===== src/rtl/hcff_pkg.sv =====
// Shared constants and types of the header checksum frame finder.
package hcff_pkg;

	localparam int PACKET_LEN = 16;
	localparam int BYTE_W     = 8;
	localparam int CNT_W      = $clog2(PACKET_LEN + 1);
	localparam int CFG_IDX_W  = 2;
	localparam int CFG_DATA_W = 8;

	typedef logic [BYTE_W-1:0] byte_t;
	typedef logic [CNT_W-1:0]  cnt_t;

	typedef enum logic [CFG_IDX_W-1:0] {
		CFG_SYNC_FIRST  = 2'd0,
		CFG_SYNC_SECOND = 2'd1,
		CFG_NODE_ID     = 2'd2
	} cfg_idx_t;

	// Control of one window cell.
	typedef struct packed {
		logic shift;
		logic clear;
	} win_ctrl_t;

	// Control of one output buffer cell.
	typedef struct packed {
		logic load;
		logic shift;
	} out_ctrl_t;

endpackage


===== src/rtl/hcff_if.sv =====
// Valid/ready channel interfaces for received bytes and frame bytes.
interface hcff_rx_if;
	logic                 valid;
	logic                 ready;
	hcff_pkg::byte_t      rx_byte;

	modport source (output valid, output rx_byte, input ready);
	modport sink   (input valid, input rx_byte, output ready);
endinterface

interface hcff_frame_if;
	logic                 valid;
	logic                 ready;
	hcff_pkg::byte_t      frame_byte;
	logic                 frame_last;

	modport source (output valid, output frame_byte, output frame_last, input ready);
	modport sink   (input valid, input frame_byte, input frame_last, output ready);
endinterface


===== src/rtl/header_checksum_frame_finder_unit.sv =====
// Top level of the header checksum frame finder.
//
// Usage:
//   rx    : one received byte per item (valid/ready). Bytes enter a chain of
//           PACKET_LEN window cells that shift by one on every accepted item.
//   frame : matched frame bytes, oldest first, frame_last on the final one.
//   cfg   : write sync_first (0), sync_second (1), node_id (2) while idle.
// A frame matches when the window is full, its first two bytes equal the
// sync bytes, its third byte is node_id or zero and its 8-bit sum is zero.
// The match is decided in the cycle the completing byte is accepted; the
// frame is copied into a second chain of output cells and its first byte
// appears in the next cycle. The burst then moves one byte per frame item.
// Throughput: one rx item per cycle while rx is ready. A match clears the
// window, so the next match needs PACKET_LEN more bytes, the burst length.
// When the receiver stalls, rx keeps flowing until the window holds
// PACKET_LEN-1 bytes; then rx.ready drops until the burst is drained or its
// last byte leaves in that cycle.
// Reset clears the registers, the window, its sum and fill count, and
// empties the output buffer.
module header_checksum_frame_finder_unit (
	input  logic                          clk,
	input  logic                          arst_n,
	hcff_rx_if.sink                       rx,
	hcff_frame_if.source                  frame,
	input  logic                          cfg_wr_en,
	input  logic [hcff_pkg::CFG_IDX_W-1:0]  cfg_index,
	input  logic [hcff_pkg::CFG_DATA_W-1:0] cfg_wdata
);

	localparam int N = hcff_pkg::PACKET_LEN;

	// Configuration registers
	hcff_pkg::byte_t sync_first_q;
	hcff_pkg::byte_t sync_second_q;
	hcff_pkg::byte_t node_id_q;

	always_ff @(posedge clk or negedge arst_n) begin
		if (!arst_n) begin
			sync_first_q  <= '0;
			sync_second_q <= '0;
			node_id_q     <= '0;
		end else if (cfg_wr_en) begin
			case (hcff_pkg::cfg_idx_t'(cfg_index))
				hcff_pkg::CFG_SYNC_FIRST:  sync_first_q  <= cfg_wdata;
				hcff_pkg::CFG_SYNC_SECOND: sync_second_q <= cfg_wdata;
				hcff_pkg::CFG_NODE_ID:     node_id_q     <= cfg_wdata;
				default: ; // drop writes to unknown indexes
			endcase
		end
	end

	// Window chain: cell 0 holds the oldest byte, new bytes enter at N-1.
	hcff_pkg::byte_t   win_q [N];
	hcff_pkg::byte_t   win_d [N];
	hcff_pkg::win_ctrl_t win_ctrl;

	hcff_pkg::byte_t   sum_q;
	hcff_pkg::byte_t   sum_next;
	hcff_pkg::cnt_t    fill_q;
	hcff_pkg::cnt_t    out_cnt_q;

	logic in_fire;
	logic out_fire;
	logic busy;
	logic last_leaving;
	logic near_full;
	logic hit;

	// Output buffer chain: cell 0 is the head shown on the frame channel.
	hcff_pkg::byte_t   out_q [N];
	hcff_pkg::byte_t   out_shift_d [N];
	hcff_pkg::out_ctrl_t out_ctrl;

	genvar gi;
	generate
		for (gi = 0; gi < N; gi++) begin : g_cells
			if (gi == N - 1) begin : g_tail
				assign win_d[gi]       = rx.rx_byte;
				assign out_shift_d[gi] = '0;
			end else begin : g_body
				assign win_d[gi]       = win_q[gi+1];
				assign out_shift_d[gi] = out_q[gi+1];
			end

			hcff_win_cell u_win (
				.clk    (clk),
				.arst_n (arst_n),
				.ctrl   (win_ctrl),
				.d      (win_d[gi]),
				.q      (win_q[gi])
			);

			// The frame loaded is the window after this shift.
			hcff_out_cell u_out (
				.clk     (clk),
				.ctrl    (out_ctrl),
				.load_d  (win_d[gi]),
				.shift_d (out_shift_d[gi]),
				.q       (out_q[gi])
			);
		end
	endgenerate

	assign busy         = (out_cnt_q != '0);
	assign out_fire     = frame.valid && frame.ready;
	assign last_leaving = out_fire && frame.frame_last;
	assign near_full    = (fill_q >= hcff_pkg::CNT_W'(N - 1));

	// Hold rx only when the next byte could complete a frame while the
	// buffer still holds one that is not leaving now.
	assign rx.ready = !(near_full && busy && !last_leaving);
	assign in_fire  = rx.valid && rx.ready;

	// The oldest byte drops out as the new one enters; cleared cells are
	// zero, so this holds while the window is still filling too.
	assign sum_next = sum_q - win_q[0] + rx.rx_byte;

	// Compare the window as it stands after the shift.
	assign hit = near_full
		&& (win_q[1] == sync_first_q)
		&& (win_q[2] == sync_second_q)
		&& ((win_q[3] == node_id_q) || (win_q[3] == '0))
		&& (sum_next == '0);

	assign win_ctrl.shift = in_fire;
	assign win_ctrl.clear = in_fire && hit;

	assign out_ctrl.load  = in_fire && hit;
	assign out_ctrl.shift = out_fire;

	always_ff @(posedge clk or negedge arst_n) begin
		if (!arst_n) begin
			sum_q  <= '0;
			fill_q <= '0;
		end else if (in_fire) begin
			if (hit) begin
				sum_q  <= '0;
				fill_q <= '0;
			end else begin
				sum_q <= sum_next;
				if (!(fill_q == hcff_pkg::CNT_W'(N))) begin
					fill_q <= fill_q + hcff_pkg::CNT_W'(1);
				end
			end
		end
	end

	always_ff @(posedge clk or negedge arst_n) begin
		if (!arst_n) begin
			out_cnt_q <= '0;
		end else if (in_fire && hit) begin
			out_cnt_q <= hcff_pkg::CNT_W'(N);
		end else if (out_fire) begin
			out_cnt_q <= out_cnt_q - hcff_pkg::CNT_W'(1);
		end
	end

	assign frame.valid      = busy;
	assign frame.frame_byte = out_q[0];
	assign frame.frame_last = (out_cnt_q == hcff_pkg::CNT_W'(1));

`ifndef NO_ASSERTIONS
	// A match never overwrites a burst that is still being delivered.
	a_no_overwrite: assert property (@(posedge clk) disable iff (!arst_n)
		(in_fire && hit) |-> (!busy || last_leaving))
		else $error("frame matched while output buffer still busy");

	// A match empties the window.
	a_clear_after_hit: assert property (@(posedge clk) disable iff (!arst_n)
		(in_fire && hit) |=> (fill_q == '0 && sum_q == '0))
		else $error("window not cleared after a match");

	// An empty window has a zero sum.
	a_empty_sum: assert property (@(posedge clk) disable iff (!arst_n)
		(fill_q == '0) |-> (sum_q == '0))
		else $error("window sum nonzero with empty window");

	// A matched frame starts delivery in the next cycle with a full count.
	a_burst_start: assert property (@(posedge clk) disable iff (!arst_n)
		(in_fire && hit) |=> (frame.valid && out_cnt_q == hcff_pkg::CNT_W'(N)))
		else $error("frame burst did not start after a match");
`endif

endmodule


===== src/rtl/hcff_win_cell.sv =====
// One byte cell of the sliding receive window.
module hcff_win_cell (
	input  logic                clk,
	input  logic                arst_n,
	input  hcff_pkg::win_ctrl_t ctrl,
	input  hcff_pkg::byte_t     d,
	output hcff_pkg::byte_t     q
);

	hcff_pkg::byte_t byte_q;

	always_ff @(posedge clk or negedge arst_n) begin
		if (!arst_n) begin
			byte_q <= '0;
		end else if (ctrl.clear) begin
			byte_q <= '0;
		end else if (ctrl.shift) begin
			byte_q <= d;
		end
	end

	assign q = byte_q;

endmodule


===== src/rtl/hcff_out_cell.sv =====
// One byte cell of the frame output buffer.
module hcff_out_cell (
	input  logic                clk,
	input  hcff_pkg::out_ctrl_t ctrl,
	input  hcff_pkg::byte_t     load_d,
	input  hcff_pkg::byte_t     shift_d,
	output hcff_pkg::byte_t     q
);

	hcff_pkg::byte_t byte_q;

	// Load wins over shift: a new frame replaces the departing last byte.
	always_ff @(posedge clk) begin
		if (ctrl.load) begin
			byte_q <= load_d;
		end else if (ctrl.shift) begin
			byte_q <= shift_d;
		end
	end

	assign q = byte_q;

endmodule


===== src/flat_wrapper.sv =====
// flat-port wrapper written by rule: the top's interface ports become plain ports
module header_checksum_frame_finder_unit_flat 
  (clk, arst_n, cfg_wr_en, cfg_index, cfg_wdata, rx_valid, rx_rx_byte, rx_ready, frame_valid, frame_frame_byte, frame_frame_last, frame_ready);
  hcff_rx_if rx_i ();
  hcff_frame_if frame_i ();
  input  logic clk;
  input  logic arst_n;
  input  logic cfg_wr_en;
  input  logic [hcff_pkg::CFG_IDX_W-1:0] cfg_index;
  input  logic [hcff_pkg::CFG_DATA_W-1:0] cfg_wdata;
  input wire logic [$bits(rx_i.valid)-1:0] rx_valid;
  input wire logic [$bits(rx_i.rx_byte)-1:0] rx_rx_byte;
  output wire logic [$bits(rx_i.ready)-1:0] rx_ready;
  output wire logic [$bits(frame_i.valid)-1:0] frame_valid;
  output wire logic [$bits(frame_i.frame_byte)-1:0] frame_frame_byte;
  output wire logic [$bits(frame_i.frame_last)-1:0] frame_frame_last;
  input wire logic [$bits(frame_i.ready)-1:0] frame_ready;
  assign rx_i.valid = rx_valid;
  assign rx_i.rx_byte = rx_rx_byte;
  assign rx_ready = rx_i.ready;
  assign frame_valid = frame_i.valid;
  assign frame_frame_byte = frame_i.frame_byte;
  assign frame_frame_last = frame_i.frame_last;
  assign frame_i.ready = frame_ready;
  header_checksum_frame_finder_unit u_core (.clk(clk), .arst_n(arst_n), .rx(rx_i), .frame(frame_i), .cfg_wr_en(cfg_wr_en), .cfg_index(cfg_index), .cfg_wdata(cfg_wdata));
endmodule

===== config.mk =====
export PLATFORM = sky130hd
export DESIGN_NAME = header_checksum_frame_finder_unit_flat
export DESIGN_NICKNAME = d
export VERILOG_FILES = /design/src/rtl/hcff_pkg.sv /design/src/rtl/hcff_if.sv /design/src/rtl/header_checksum_frame_finder_unit.sv /design/src/rtl/hcff_win_cell.sv /design/src/rtl/hcff_out_cell.sv /design/src/flat_wrapper.sv
export SDC_FILE = /design/constraint.sdc
export NUM_CORES = 1
export LEC_CHECK = 0
export ABC_CLOCK_PERIOD_IN_PS = 10240
export BUFFER_PORTS_ARGS = -buffer_cell sky130_fd_sc_hd__buf_2
export CORE_UTILIZATION = 35
export DETAILED_ROUTE_END_ITERATION = 8
export MAX_ROUTING_LAYER = met4
export PLACE_DENSITY = 0.53
export SLEW_MARGIN = 20
export SYNTH_ARGS = -nofsm -noshare
export SYNTH_HDL_FRONTEND = slang
export SYNTH_SLANG_ARGS = --single-unit

===== constraint.sdc =====
create_clock -name clk -period 10.24 [get_ports clk]
set_input_delay 2.048 -clock clk [delete_from_list [all_inputs] [get_ports clk]]
set_output_delay 2.048 -clock clk [all_outputs]
set_load 0.02 [all_outputs]

==> impl_results.md <==
- Commonest non-fill, non-tap cell in the layout: nand2_1
- Peak supply drop: 0.156 mV
- FMAX: 163 MHz
- CTS buffer count: 31
- Syn Nets: 1130
- Global Route Usage Sum: 15.3%
- First-pass GRT wire length: 45.4 mm
- DP HPWL: approximately 16 mm
- Layout cells sized above 1: 22.5%
- Sequential share of power: 45.8%
- Placed cell areas: 13700 sq um
- Pwr/cell area: 285 nW/um^2
- Vias per Instance: approximately 5.0
- Post-route cell area: 14800 sq um
- Distinct cells, synth: 52
- Maxcap violations: 0
- Worst-Margin Slew: 1.04 ns
- Critical path type: in2reg
- Syn Inst Count: roughly 1100
- Placement Setup Slack: 3.43 ns
- Die area: 38200 sq um
- Number of I/O port buffers: 33
- Mux cell area share after synthesis: 12.9%
- GRT overflow: 0
- Arrival @ worst endpoint: 6.46 ns
- P_leak: 6.03 nW
- Crit path max fanout: 58
- Run status: finished clean
- Post-Synth Adder-Cell Area: under 10%
- Main combinational cell family by area after synthesis: multiplexers
- Final wirelength: 27.9 mm
- Crit path launch type: input port
- Fin crit period: 6.15 ns
- Vias: 7950
- Initial antenna violation count: 0
- Slew headroom: 30.8%
- P_sw: ~1.4 mW
- Met2 wire len: 12.8 mm
- Period utilisation layout: 60.0%
- Post-CTS setup buffers: 0
- CTS H-tree depth: 1
- Metal3 WL: 828 microns
- Int Power: 2.78 mW
- CTS tree: built
- # DRC: 0
- Clock share of power: 28.0%
- Clock-pin slew on the worst setup and hold paths: 0.06 ns
- Largest net degree at the start of global routing: 123
- Area grow syn2layout: 12.9%
- Setup violations, final: 0
- Commonest non-fill, non-tap cells in the layout: nand2_1, dfrtp_1, o21ai_0, mux2_2, edfxtp_1
- Avg Inst Size Synth: around 12 sq um
- Hold Violations, Final: 0
- Nets@finish: 1149
- Core area: 36700 sq um
- Synth Warn #: 0
- Final Slew Violations: 0
- DR top layer: met4
- DRT antenna net count: 0
- Sequential area share after synthesis: 61.9%
- Fin worst setup slack: 4.09 ns
- Io pins: 34
- Die W: 195 microns
- Initial Utilization: between 30 and 40%
- Clk sinks: 298
- Post-cts gate resize count: 0
- Drt pass-1 iters: 4
- Met1 wire length: ~14 mm
- Simple-gate share of the synthesized area: 10.7%
- Register bit count reported by yosys: 298
- Hold_buf cts: 0
- Main synth FF type: dfrtp_1
- Synthesized area: 13100 sq um
- Comb pwr share: 26.2%
- Async set-or-reset flop fraction in the synthesized netlist: 57.0%
- # rows: 70
- Starting DRT DRC Count: 528
- Vias in the first global route: 7789
- CP endpoint kind: flip-flop
- Switch share: 34.0%
- CTS root buf: clkbuf_16
- GPL Wtd Cong: 0.789
- Antenna Cells: 0
- Hold Crit Class: reg2reg
- EDFF count, synth: 128
- Setup TNS Final: 0 ns
- Wirelength per Cell: around 17 microns
- CTS max path bufs: 3
- Worst clock skew: 0.0159 ns
- Die Y-Extent: 195 microns
- RSZ-0062 raised after global routing: false
- Skew-Pair Late Insertion Delay: 0.57 ns
- WP data required: 10.56 ns
- Synth Area in XOR/XNOR: approximately 2.1%
- Compound-Gate Fraction of Synth Area: around 7.0%
worst paths after layout:
| kind | slack, ns | to | depth (start not counted) | startpoint |
|---|---|---|---|---|
| min reg2reg | 0.50 | u_core.g_cells[12].u_win.q[0]$_DFFE_PN0P_ | 2 | u_core.g_cells[12].u_win.q[0]$_DFFE_PN0P_ |
| min | 0.50 | u_core.g_cells[12].u_win.q[0]$_DFFE_PN0P_ | 2 | u_core.g_cells[12].u_win.q[0]$_DFFE_PN0P_ |
| min in group asynchronous | 1.37 | u_core.g_cells[15].u_win.q[4]$_DFFE_PN0P_ | 1 | arst_n |
| max in group asynchronous | 7.75 | u_core.node_id_q[5]$_DFFE_PN0P_ | 2 | arst_n |
| max | 4.09 | u_core.g_cells[12].u_out.q[1]$_DFFE_PP_ | 14 | rx_rx_byte[2] |
| max reg2reg | 5.35 | u_core.g_cells[12].u_out.q[1]$_DFFE_PP_ | 12 | u_core.g_cells[0].u_win.q[2]$_DFFE_PN0P_ |
Yosys cell counts, types with 2 or more instances:
cell      instances  area, sq um
o22ai_1           2         12.5
xor2_1           25          219
dfrtp_1         170         4250
nor3_1           11         55.1
a211oi_2          2         25.0
ha_1             13          163
nor2_1           15         56.3
a21oi_1           4         20.0
nand4_1           3         18.8
buf_1             4         15.0
mux2_4           15          225
mux2_2          130         1460
nand3_1           4         20.0
inv_1            33          124
fa_1              7          140
nand3b_1          2         15.0
or4b_1            2         20.0
nor3b_1           2         15.0
and2_1            6         37.5
nor4_1           13         81.3
buf_2            12         60.1
xnor2_1           7         61.3
clkbuf_1         38          143
edfxtp_1        128         3840
nand2_1         268         1010
o21ba_2           2         20.0
buf_6             5         56.3
o31ai_1           8         60.1
o21ai_0         133          666
power groups by stage:
stage	Clock (mW)	Sequential (mW)	Combinational, mW
after floorplan	0	1.86	0.830
after global placement	0	1.95	1.10
after detailed placement	0	1.95	1.12
after CTS	1.21	1.93	1.12
after global routing	1.25	1.97	1.26
final	1.18	1.93	1.10
flip-flops by register name, indices dropped and copies added, names as in the netlist:
name,flops
u_core.out_cnt_q,5
u_core.sum_q,8
u_core.g_cells.u_out.q,128
u_core.g_cells.u_win.q,128
u_core.node_id_q,8
u_core.fill_q,5
u_core.sync_second_q,8
u_core.sync_first_q,8
cell type report:
class | count | area (sq um)
Clock buffer | 43 | 891
Sequential cell | 298 | 8100
Tap cell | 468 | 586
Fill cell | 3506 | 21900
Clock inverter | 15 | 183
Multi-Input combinational cell | 697 | 4610
Inverter | 33 | 124
Timing Repair Buffer | 45 | 285
kinds of logic (layout without fill, tap and decap cells):
family | after synthesis | after routing
AOI/OAI and AO/OA | 164 | 164
and+or+nand+nor | 336 | 336
muxes | 145 | 145
adders and majority gates | 20 | 20
buffers and inverters | 92 | 136
DFF | 298 | 298
xor gates and xnor gates | 32 | 32
layer usage:
metal | track usage [%] | vias to the layer above
li1 | - | 3819
met1 | 22.2 | 3996
met2 | 22.7 | 99
met3 | 2.35 | 36
met4 | 2.97 | 0
met5 | - | -
stage by stage:
step | hold slack [ns] | total power, mW | util, % | cells
after global placement | 0.471 | 3.05 | 37.3 | 1540
after global routing | 0.513 | 4.49 | 40.3 | 1599
after detailed placement | 0.480 | 3.07 | 37.3 | 1540
after CTS | 0.503 | 4.26 | 40.2 | 1598
after floorplan | 0.450 | 2.69 | - | 1087
final | 0.500 | 4.21 | 40.3 | 1599
critical path: stages:
cell and delay (ns):
buf_2 0.07, inv_1 0.09, fa_1 0.54, inv_1 0.04, ha_1 0.34, o21ai_0 0.32
nor2_1 0.14, o22ai_1 0.30, nor4_1 0.13, and4_4 0.39, nand2_4 0.16, buf_4 0.69
buf_4 0.71, mux2_2 0.41
(Power assumes the default switching activity.)
